**config.mk**
```make
export PLATFORM = sky130hd
export DESIGN_NAME = f12chs_div
export DESIGN_NICKNAME = d
export VERILOG_FILES = /design/src/sv/f12chs_pkg.sv /design/src/sv/f12chs_div.sv
export SDC_FILE = /design/constraint.sdc
export NUM_CORES = 1
export LEC_CHECK = 0
export BUFFER_PORTS_ARGS = -buffer_cell sky130_fd_sc_hd__buf_2
export CORE_UTILIZATION = 45
export CTS_BUF_LIST = sky130_fd_sc_hd__clkbuf_4
export CTS_CLUSTER_DIAMETER = 60
export CTS_CLUSTER_SIZE = 10
export DETAILED_ROUTE_END_ITERATION = 6
export PLACE_DENSITY = 0.72
export SLEW_MARGIN = 10
export SYNTH_ARGS = -nofsm -noshare
export SYNTH_HDL_FRONTEND = slang
export SYNTH_SLANG_ARGS = --single-unit
```
**constraint.sdc**
```tcl
create_clock -name clk -period 2.7 [get_ports clk]
set_clock_uncertainty 0.15 [all_clocks]
set_input_delay 0.54 -clock clk [delete_from_list [all_inputs] [get_ports clk]]
set_output_delay 0.54 -clock clk [all_outputs]
set_load 0.05 [all_outputs]
```
**src/sv/f12chs_pkg.sv**
```systemverilog
// shared constants, types and helpers for the fat12 cluster to chs engine
package f12chs_pkg;

	localparam int FAT_BYTES = 8192;
	localparam int FAT_AW    = $clog2(FAT_BYTES);

	localparam int CLUS_W    = 12;
	localparam int BADDR_W   = 13;
	localparam int POS_W     = 14;
	localparam int ADDR_W    = 20;
	localparam int DIV_W     = 9;
	localparam int CNT_W     = 5;
	localparam int DIV_STEPS = ADDR_W;
	localparam int CFG_W     = 16;

	localparam logic [ADDR_W:0] ADDR_MAX = 21'h0F_FFFF;

	localparam logic OP_WRITE  = 1'b0;
	localparam logic OP_LOOKUP = 1'b1;

	localparam logic [1:0] CFG_DATA_START = 2'd0;
	localparam logic [1:0] CFG_SPC        = 2'd1;
	localparam logic [1:0] CFG_SPT        = 2'd2;
	localparam logic [1:0] CFG_HEADS      = 2'd3;

	localparam logic [15:0] RST_DATA_START = 16'd33;
	localparam logic [7:0]  RST_SPC        = 8'd1;
	localparam logic [5:0]  RST_SPT        = 6'd18;
	localparam logic [8:0]  RST_HEADS      = 9'd2;
	localparam logic [8:0]  HEADS_MAX      = 9'd256;

	localparam logic [CLUS_W-1:0] FAT_EOC  = 12'hFFF;
	localparam logic [CLUS_W-1:0] FAT_FREE = 12'h000;
	localparam logic [CLUS_W-1:0] FIRST_DATA_CLUSTER = 12'd2;

	typedef struct packed {
		logic clr;
		logic en;
	} div_ctl_t;

	// odd clusters take the upper nibble of the low byte and all of the high byte
	function automatic logic [CLUS_W-1:0] fat_entry(input logic [7:0] lo,
		input logic [7:0] hi, input logic odd);
		logic [CLUS_W-1:0] r;
		if (odd) begin
			r = {hi, lo[7:4]};
		end else begin
			r = {hi[3:0], lo};
		end
		return r;
	endfunction

endpackage

```
**src/sv/f12chs_div.sv**
```systemverilog
// bit-serial restoring divider step, dividend bits arrive msb first
module f12chs_div
	import f12chs_pkg::*;
(
	input  logic             clk,
	input  div_ctl_t         ctl,
	input  logic             bit_in,
	input  logic [DIV_W-1:0] divisor,
	output logic             q_bit,
	output logic [DIV_W-1:0] rem
);

	logic [DIV_W-1:0] rem_q;
	logic [DIV_W:0]   trial;
	logic [DIV_W:0]   diff;

	assign trial = {rem_q, bit_in};
	assign q_bit = (trial >= {1'b0, divisor});
	assign diff  = trial - {1'b0, divisor};
	assign rem   = rem_q;

	always_ff @(posedge clk) begin
		if (ctl.clr) begin
			rem_q <= '0;
		end else if (ctl.en) begin
			// remainder stays below a nonzero divisor, so it fits
			rem_q <= q_bit ? diff[DIV_W-1:0] : trial[DIV_W-1:0];
		end
	end

endmodule

```
==> metrics, run 1 <==
Worst Setup SP bit_in; Cell Int Power 0.000354 W; worst hold path type flip-flop to flip-flop; PortBufs 22; Synth area leader dfxtp_1; Synth cell types 38; Initial Util 0.498; Synth area leaders dfxtp_1 (20%), ha_1 (13%), nor2_1 (5.5%), inv_1 (4.7%), mux2i_1 (4.5%); net count after synthesis about 130; Place WS -0.187 ns; fillcell total 168; R2R Path End rem[0]; DRC viols 0; Cell Chain, Critical Path buf_12 > inv_12 > ha_4 > inv_2 > fa_2 > a211oi_2 > o211ai_1 > a21oi_4 > clkinvlp_4 > buf_8; vias in the first global route 827; Nets 164; DP Wirelength 1.65 mm; io pins 23; Sw Pwr 0.000263 W; Clock power frac 0.192; cts bufs inserted 3; largest net degree at the start of global routing 20; internal reg-to-reg setup slack 0.49 ns; commonest non-fill, non-tap cell in the layout buf_2; RSZ-0062 raised after global routing yes; max_cap viols 0; first-pass GRT wire length 3.71 mm; synthesized area per cell 8.21 µm²; relative slew slack 0.765; die width 46.4 µm; antenna-violating nets left 0; Seq pwr share 0.264; GRT Util Overall 0.244; Area Overhead vs Synth 31.6%; row cnt 15; DR iter-0 viols 15; Max Root-Sink Buffers 2; total number of yosys warnings 0; clock-pin slew on the worst setup and hold paths 0.07 ns; Worst Hold Depth 2; vias per cell ~5.4; overall routed net length 2.19 mm; min Tclk post-route ~2.7 ns; final setup violation count 1; static leakage 0.564 nW; Max FO, Critical Path 2; total gr overflow 0; hold_buf cts 0; CP max stage delay 0.34 ns; max reg flops 9; Net Sw Frac 0.426; Final WS setup -0.00796 ns; Worst setup EP type primary output; HP Start rem[4]; Max Slew Vio Count 0; Core Footprint 1780 µm²; worst slew pin tran 0.350 ns; RR Startpoint rem[4]; Antenna Cells 0; CTS H-tree depth 1; Period Utilization, post-route 1.00; worst vdd ir approximately 350 µV; share of layout cells above drive strength 1 0.343; combinational power share 0.544; Crit-path slowest cell fa_2; Syn Std Cell Area 887 µm²; P per Cell Area 529 nW/µm²; synthesized flop and latch total 9; outcome complete, but fails checks; most frequent cells in the layout buf_2 (20), nor2_1 (13), buf_4 (10), dfxtp_1 (9); critical path launch point type primary input; failing checks negative setup slack; via count 891; Hold WS between 0.3 and 0.4 ns; Hold Path End rem[5]; DR WL/cell 13.2 µm; clk root buf clkbuf_4; sequential-to-total area share from yosys stat 0.203; post-synth top area share 0.203; Die H 46.4 µm; die area 2150 µm²; drt first pass iters 4; Worst EP required 2.01 ns; initial antenna violation count 0; # clock sinks 9; worst-skew pair later-pin latency around 0.26 ns; Max Freq 0.369 GHz; worst reg2reg path depth 8; Gate Count Post-Synth between 100 and 150; routability cong. 0.838; TritonCTS clock tree yes; Setup CP Type primary input to primary output; post-layout util 0.655; CP arrival slightly above 2 ns; Fin. Hold Viols 0
[power by group through the flow]
stage | logic [W] | registers (W) | clock network [W]
final | 0.000336 | 0.000163 | 0.000119
after global routing | 0.000366 | 0.000165 | 0.000130
after CTS | 0.000336 | 0.000163 | 0.000120
after detailed placement | 0.000316 | 0.000165 | 0
after global placement | 0.000309 | 0.000165 | 0
after floorplan | 0.000193 | 0.000209 | 0
[worst max-delay path: cells and delay by family]
kind	cells	cell delay (ns)
compound gates	3	0.58
fa+ha+maj	2	0.45
buf+inv	5	0.44
[metrics by stage]
step                      TNS [ns]  power [W]  area [µm²]  std cells
after floorplan             -0.125   0.000402         918        108
after global placement      -0.133   0.000474        1100        159
after detailed placement    -0.359   0.000481        1100        159
after CTS                  -0.0775   0.000619        1160        165
after global routing       -0.0877   0.000661        1170        165
final                     -0.00796   0.000617        1170        165
[cell families (layout without fill, tap and decap cells)]
| group | Yosys count | in the layout | share of synthesized area |
|---|---|---|---|
| xor gates and xnor gates | 5 | 5 | 0.0494 |
| adders and majority gates | 10 | 10 | 0.150 |
| buffers and inverters | 15 | 47 | 0.0719 |
| and+or+nand+nor | 37 | 37 | 0.231 |
| AOI/OAI and AO/OA | 27 | 27 | 0.237 |
| DFF | 9 | 9 | 0.203 |
| muxes | 5 | 5 | 0.0578 |
[timing repair]
item,CTS,global route
resized for setup,6,1
setup buffers,2,0
setup endpoints to repair,1,1
pin swaps,4,2
[final cells by class]
type | count | area (µm²) | share of cell area
flip-flops and latches | 9 | 180 | 0.154
multi-input cells | 84 | 658 | 0.564
inverters | 11 | 57.6 | 0.0493
clock buffers | 4 | 30.0 | 0.0257
well taps | 25 | 31.3 | 0.0268
repair buffers | 32 | 210 | 0.180
[routing by layer]
layer / track usage / wire [µm] / vias to the layer above
met5: 0 / 0 / -
met4: 0.0529 / 18 / 0
met3: 0.0588 / 54 / 2
met2: 0.425 / 1150 / 20
met1: 0.299 / 961 / 411
li1: - / - / 458
[worst max path at each step]
stage | cells after the start | endpoint
5_1_grt | 10 | q_bit
3_3_place_gp | 10 | q_bit
4_1_cts | 10 | q_bit
6_report | 10 | q_bit
3_5_place_dp | 10 | q_bit
2_1_floorplan | 9 | q_bit
[cell usage after synthesis (all sizes together)]
master / n
or2: 1
or3b: 2
nor3: 1
ha: 9
nor2: 13
nand3: 1
a311oi: 3
mux2i: 4
nor2b: 1
buf: 2
o21ai: 2
a21oi: 7
o31ai: 2
or4b: 1
inv: 11
nand3b: 1
nand4: 1
nor3b: 1
a211oi: 6
a21o: 2
xnor2: 1
mux2: 1
nand2: 5
o311ai: 2
a41o: 1
nand4b: 4
clkbuf: 2
nand2b: 5
a211o: 1
fa: 1
dfxtp: 9
o211ai: 1
xor2: 4
Power figures use the tool's default switching activity.
==> run 2, diff against run 1 <==
PLACE_DENSITY = 0.73   (was 0.72)
==> metrics, run 2 (synthesis results as in run 1) <==
outcome complete, but fails checks; failing checks negative setup slack; io pins 23; worst-skew pair later-pin latency 0.27 ns; Crit-path slowest cell fa_2; vias per cell ~5.6; Max FO, Critical Path 2; Sw Pwr around 0.00026 W; crit path to q_bit; die width 46.4 µm; post-route cell area 1150 µm²; Clock power frac 0.197; Core Footprint 1780 µm²; antenna-violating nets left 0; Max Freq 0.367 GHz; routability cong. ~0.81; Cell Chain, Critical Path buf_12 > inv_12 > ha_4 > inv_2 > fa_2 > a211oi_2 > o211ai_1 > a21oi_4 > clkinvlp_4 > buf_8; largest net degree at the start of global routing 20; CP arrival 2.04 ns; GRT Util Overall 0.230; static leakage 0.554 nW; max_cap viols 0; setup TNS -0.0272 ns; clk root buf clkbuf_4; Hold WS 0.370 ns; commonest non-fill, non-tap cell in the layout buf_2; DR iter-0 viols 13; Buf+Inv Stages, Crit Path 5; Seq pwr share 0.264; WP depth 10; CP max stage delay 0.34 ns; Nets 162; worst vdd ir 278 µV; min Tclk post-route around 2.7 ns; Setup CP Type primary input to primary output; overall routed net length 2.16 mm; Cell Int Power 0.000353 W; final setup violation count 1; die area 2150 µm²; RR Startpoint rem[4]; Area Overhead vs Synth 29.9%; cts bufs inserted 3; P per Cell Area 535 nW/µm²; via count approximately 910; Worst Setup SP bit_in; Max Slew Vio Count 0; most frequent cells in the layout buf_2 (20), nor2_1 (13), dfxtp_1 (9); Area after DPL 1080 µm²; TritonCTS clock tree yes; first-pass GRT wire length between 3 and 4 mm; DRC viols 0; Worst setup EP type primary output; Die H 46.4 µm; DR WL/cell 13.2 µm; worst hold path type flip-flop to flip-flop; worst reg2reg path depth 9; # clock sinks 9; internal reg-to-reg setup slack between 0.3 and 0.4 ns; R2R Path End rem[0]; Net Sw Frac 0.428; Initial Util 0.498; row cnt 15; DP Wirelength 1.62 mm; Fin. Hold Viols 0; critical path launch point type primary input; fillcell total approximately 160; Crit path max-delay family compound AO/OA/AOI/OAI gates; drt first pass iters 4; Final WS setup -0.0272 ns; total gr overflow 0; PortBufs 22; Worst EP required 2.01 ns; post-layout util 0.646; Antenna Cells 0; Max Root-Sink Buffers 2; worst slew pin tran 0.390 ns; vias in the first global route 790; max reg flops 9; share of layout cells above drive strength 1 0.333; relative slew slack 0.738; hold_buf cts 0; clock-pin slew on the worst setup and hold paths 0.06 ns; initial antenna violation count 0; Period Utilization, post-route 1.01; RSZ-0062 raised after global routing yes; combinational power share 0.539; CTS H-tree depth 1
==> run 2: changes by cell type in the layout (fill, tap and decap cells not counted) <==
cell	change
buf_4	-2
==> run 2: metal layers <==
metal / share of wire / wire, µm / GRT usage
met1: 0.46 / 994 / 0.303
met2: 0.48 / 1030 / 0.369
met3: 0.038 / 82 / 0.0235
met4: 0.022 / 48 / 0.106
met5: 0 / 0 / 0
==> run 2: worst min path at each step <==
| stage | slack, ns | depth (start not counted) | from | to |
|---|---|---|---|---|
| floorplan | 0.55 | 2 | bit_in | rem[0] |
| global placement | 0.35 | 2 | rem[4] | rem[5] |
| detailed placement | 0.36 | 2 | rem[4] | rem[5] |
| CTS | 0.37 | 2 | rem[4] | rem[5] |
| global route | 0.39 | 2 | rem[4] | rem[4] |
| finish | 0.37 | 2 | rem[7] | rem[7] |
==> run 2: tightest hold or removal path, cell delays in order (launching register included) <==
cell and delay (ns):
dfxtp_1 0.34, nor2_1 0.09, a311oi_1 0.05
==> run 2: area by class of cell <==
| class | count | area (µm²) | share of cell area |
|---|---|---|---|
| inverter | 11 | 57.6 | 0.0499 |
| multi-input combinational | 84 | 658 | 0.571 |
| sequential | 9 | 180 | 0.156 |
| tap | 25 | 31.3 | 0.0271 |
| clock buffer | 4 | 30.0 | 0.0261 |
| timing repair buffer | 30 | 195 | 0.169 |
==> run 2: metrics by stage <==
stage | total power (W) | cells | setup slack (ns)
3_5_place_dp | 0.000477 | 157 | -0.153
4_1_cts | 0.000613 | 162 | -0.0413
5_1_grt | 0.000656 | 163 | -0.0791
2_1_floorplan | 0.000402 | 108 | -0.125
3_3_place_gp | 0.000470 | 157 | -0.134
6_report | 0.000616 | 163 | -0.0272
==> run 2: power by group through the flow <==
stage	Clock, W	Sequential [W]	Combinational, W
5_1_grt	0.000129	0.000165	0.000362
3_5_place_dp	0	0.000166	0.000311
2_1_floorplan	0	0.000209	0.000193
4_1_cts	0.000123	0.000163	0.000327
3_3_place_gp	0	0.000165	0.000305
6_report	0.000121	0.000163	0.000332
==> run 2: what timing repair did <==
item,4_1_cts,5_1_grt
setup buffers,1,1
pin swaps,4,3
gates cloned,0,0
endpoints found under the setup margin,1,1
resized for setup,7,0
==> run 3, diff against run 2 <==
ABC_AREA = 1   (was default)
CORE_MARGIN = 1.5   (was default)
==> metrics, run 3 <==
outcome complete, no violations; Area Overhead vs Synth 19.7%; most frequent cells in the layout nand2_1 (43), inv_1 (27), buf_2 (22), nand3_1 (19), a21oi_1 (12); worst hold path type flip-flop to flip-flop; overall routed net length 2.17 mm; CP max stage delay 0.42 ns; die width 48.8 µm; worst slew pin tran 0.327 ns; largest net degree at the start of global routing 11; Max Freq 0.390 GHz; Max FO, Critical Path 3; Nets slightly above 200; Max Root-Sink Buffers 2; Period Utilization, post-route 0.950; clk root buf clkbuf_4; RSZ-0062 raised after global routing no; drt first pass iters 4; via count 980; Synth area leaders dfxtp_1 (19%), nand2_1 (17%), ha_1 (12%), inv_1 (11%), nand3_1 (10%); share of layout cells above drive strength 1 0.219; Die H a little under 50 µm; worst vdd ir between 300 and 400 µV; Place WS 0.132 ns; vias per cell 4.78; max reg flops 9; Worst setup EP type primary output; Final WS setup ~0.13 ns; # clock sinks 9; hold_buf cts 0; initial antenna violation count 0; async set-reset flop share out of synthesis 0; Clock power frac 0.147; min Tclk post-route about 2.6 ns; Cell Int Power 0.000376 W; io pins 23; prevailing post-synth register cell dfxtp_1; CP arrival ~1.9 ns; static leakage 0.640 nW; antenna-violating nets left 0; synthesized flop and latch total 9; net count after synthesis 174; relative slew slack 0.781; commonest non-fill, non-tap cell in the layout nand2_1; cts bufs inserted 3; DR WL/cell around 11 µm; DR iter-0 viols 21; PortBufs 22; Initial Util 0.480; synthesized area per cell 6.24 µm²; vias in the first global route 858; Antenna Cells 0; P per Cell Area 642 nW/µm²; Gate Count Post-Synth 151; Syn Std Cell Area 942 µm²; Synth cell types 20; top cells by count, synth nand2_1 (43), inv_1 (27), nand3_1 (19); die area 2380 µm²; routability cong. 0.944; row cnt 16; post-synth top area share 0.191; Fin. Hold Viols 0; sequential-to-total area share from yosys stat 0.191; Setup CP Type primary input to primary output; Seq pwr share 0.248; max_cap viols 0; worst-skew pair later-pin latency 0.25 ns; DP Wirelength 1.88 mm; final setup violation count 0; critical path launch point type primary input; Sw Pwr 0.000348 W; clock-pin slew on the worst setup and hold paths 0.05 ns; TritonCTS clock tree yes; Worst EP required 2.01 ns; most numerous cell in the Yosys netlist nand2_1; GRT Util Overall 0.185; Core Footprint 1960 µm²; Max Slew Vio Count 0; setup TNS 0 ns; # resized after CTS 0; total number of yosys warnings 0; Net Sw Frac 0.480; Cell Chain, Critical Path buf_2 > inv_1 > ha_1 > inv_1 > fa_1 > nand2_1 > nand3_2 > nand2_2 > nand2_4 > buf_2; Crit-path slowest cell fa_1; combinational power share 0.605; Post-CTS Setup Repair Bufs 0; number of synthesized flops with an enable pin 0; fillcell total 220; Synth area leader dfxtp_1; CTS H-tree depth 1; first-pass GRT wire length 3.54 mm; total gr overflow 0; DRC viols 0
-- run 3: cell families (layout without fill, tap and decap cells) --
| family | count (synthesis) | in the layout | synth area share |
|---|---|---|---|
| AND/OR/NAND/NOR | 87 | 87 | 0.453 |
| buffers and inverters | 30 | 57 | 0.124 |
| AO/OA/AOI/OAI | 12 | 12 | 0.0637 |
| adder cells (fa/ha/maj) | 10 | 10 | 0.141 |
| flip-flops | 9 | 9 | 0.191 |
| XOR/XNOR | 3 | 3 | 0.0279 |
-- run 3: worst max-delay path: cells and delay by family --
family        cells  cell delay [ns]
fa+ha+maj         2             0.56
simple gates      4             0.37
buf+inv           4             0.42
-- run 3: per-layer routing --
layer | vias up | track usage | wire (µm)
met1 | 430 | 0.243 | 1040
li1 | 532 | - | -
met4 | 0 | 0.0429 | 0
met2 | 18 | 0.324 | 1060
met3 | 0 | 0.0185 | 70
met5 | - | 0 | 0
-- run 3: worst paths after layout --
kind	depth (start not counted)	slack, ns	from	endpoint
worst min register to register	2	0.36	rem[7]	rem[7]
worst max-delay path	10	0.13	bit_in	q_bit
worst max register to register	9	0.76	rem[5]	rem[7]
worst min-delay path	2	0.36	rem[7]	rem[7]
-- run 3: power groups by stage --
stage	clock network [W]	logic, W	registers, W
2_1_floorplan	0	0.000269	0.000247
3_3_place_gp	0	0.000431	0.000180
3_5_place_dp	0	0.000438	0.000183
4_1_cts	0.000111	0.000440	0.000180
5_1_grt	0.000122	0.000482	0.000182
6_report	0.000106	0.000438	0.000179
-- run 3: area by class of cell --
class	instances	area, µm²	share of cell area
clock buffers	4	30.0	0.0266
well taps	27	33.8	0.0300
multi-input cells	112	646	0.573
repair buffers	25	133	0.118
flip-flops and latches	9	180	0.160
inverters	28	105	0.0932
-- run 3: stage by stage --
stage | instances | util | hold WS, ns | area, µm² | power (W)
final | 205 | 0.575 | 0.357 | 1130 | 0.000724
after global routing | 205 | 0.575 | 0.383 | 1130 | 0.000786
after CTS | 205 | 0.575 | 0.362 | 1130 | 0.000730
after detailed placement | 201 | 0.559 | 0.354 | 1100 | 0.000621
after global placement | 201 | 0.559 | 0.340 | 1100 | 0.000611
after floorplan | 151 | - | 0.562 | 942 | 0.000516
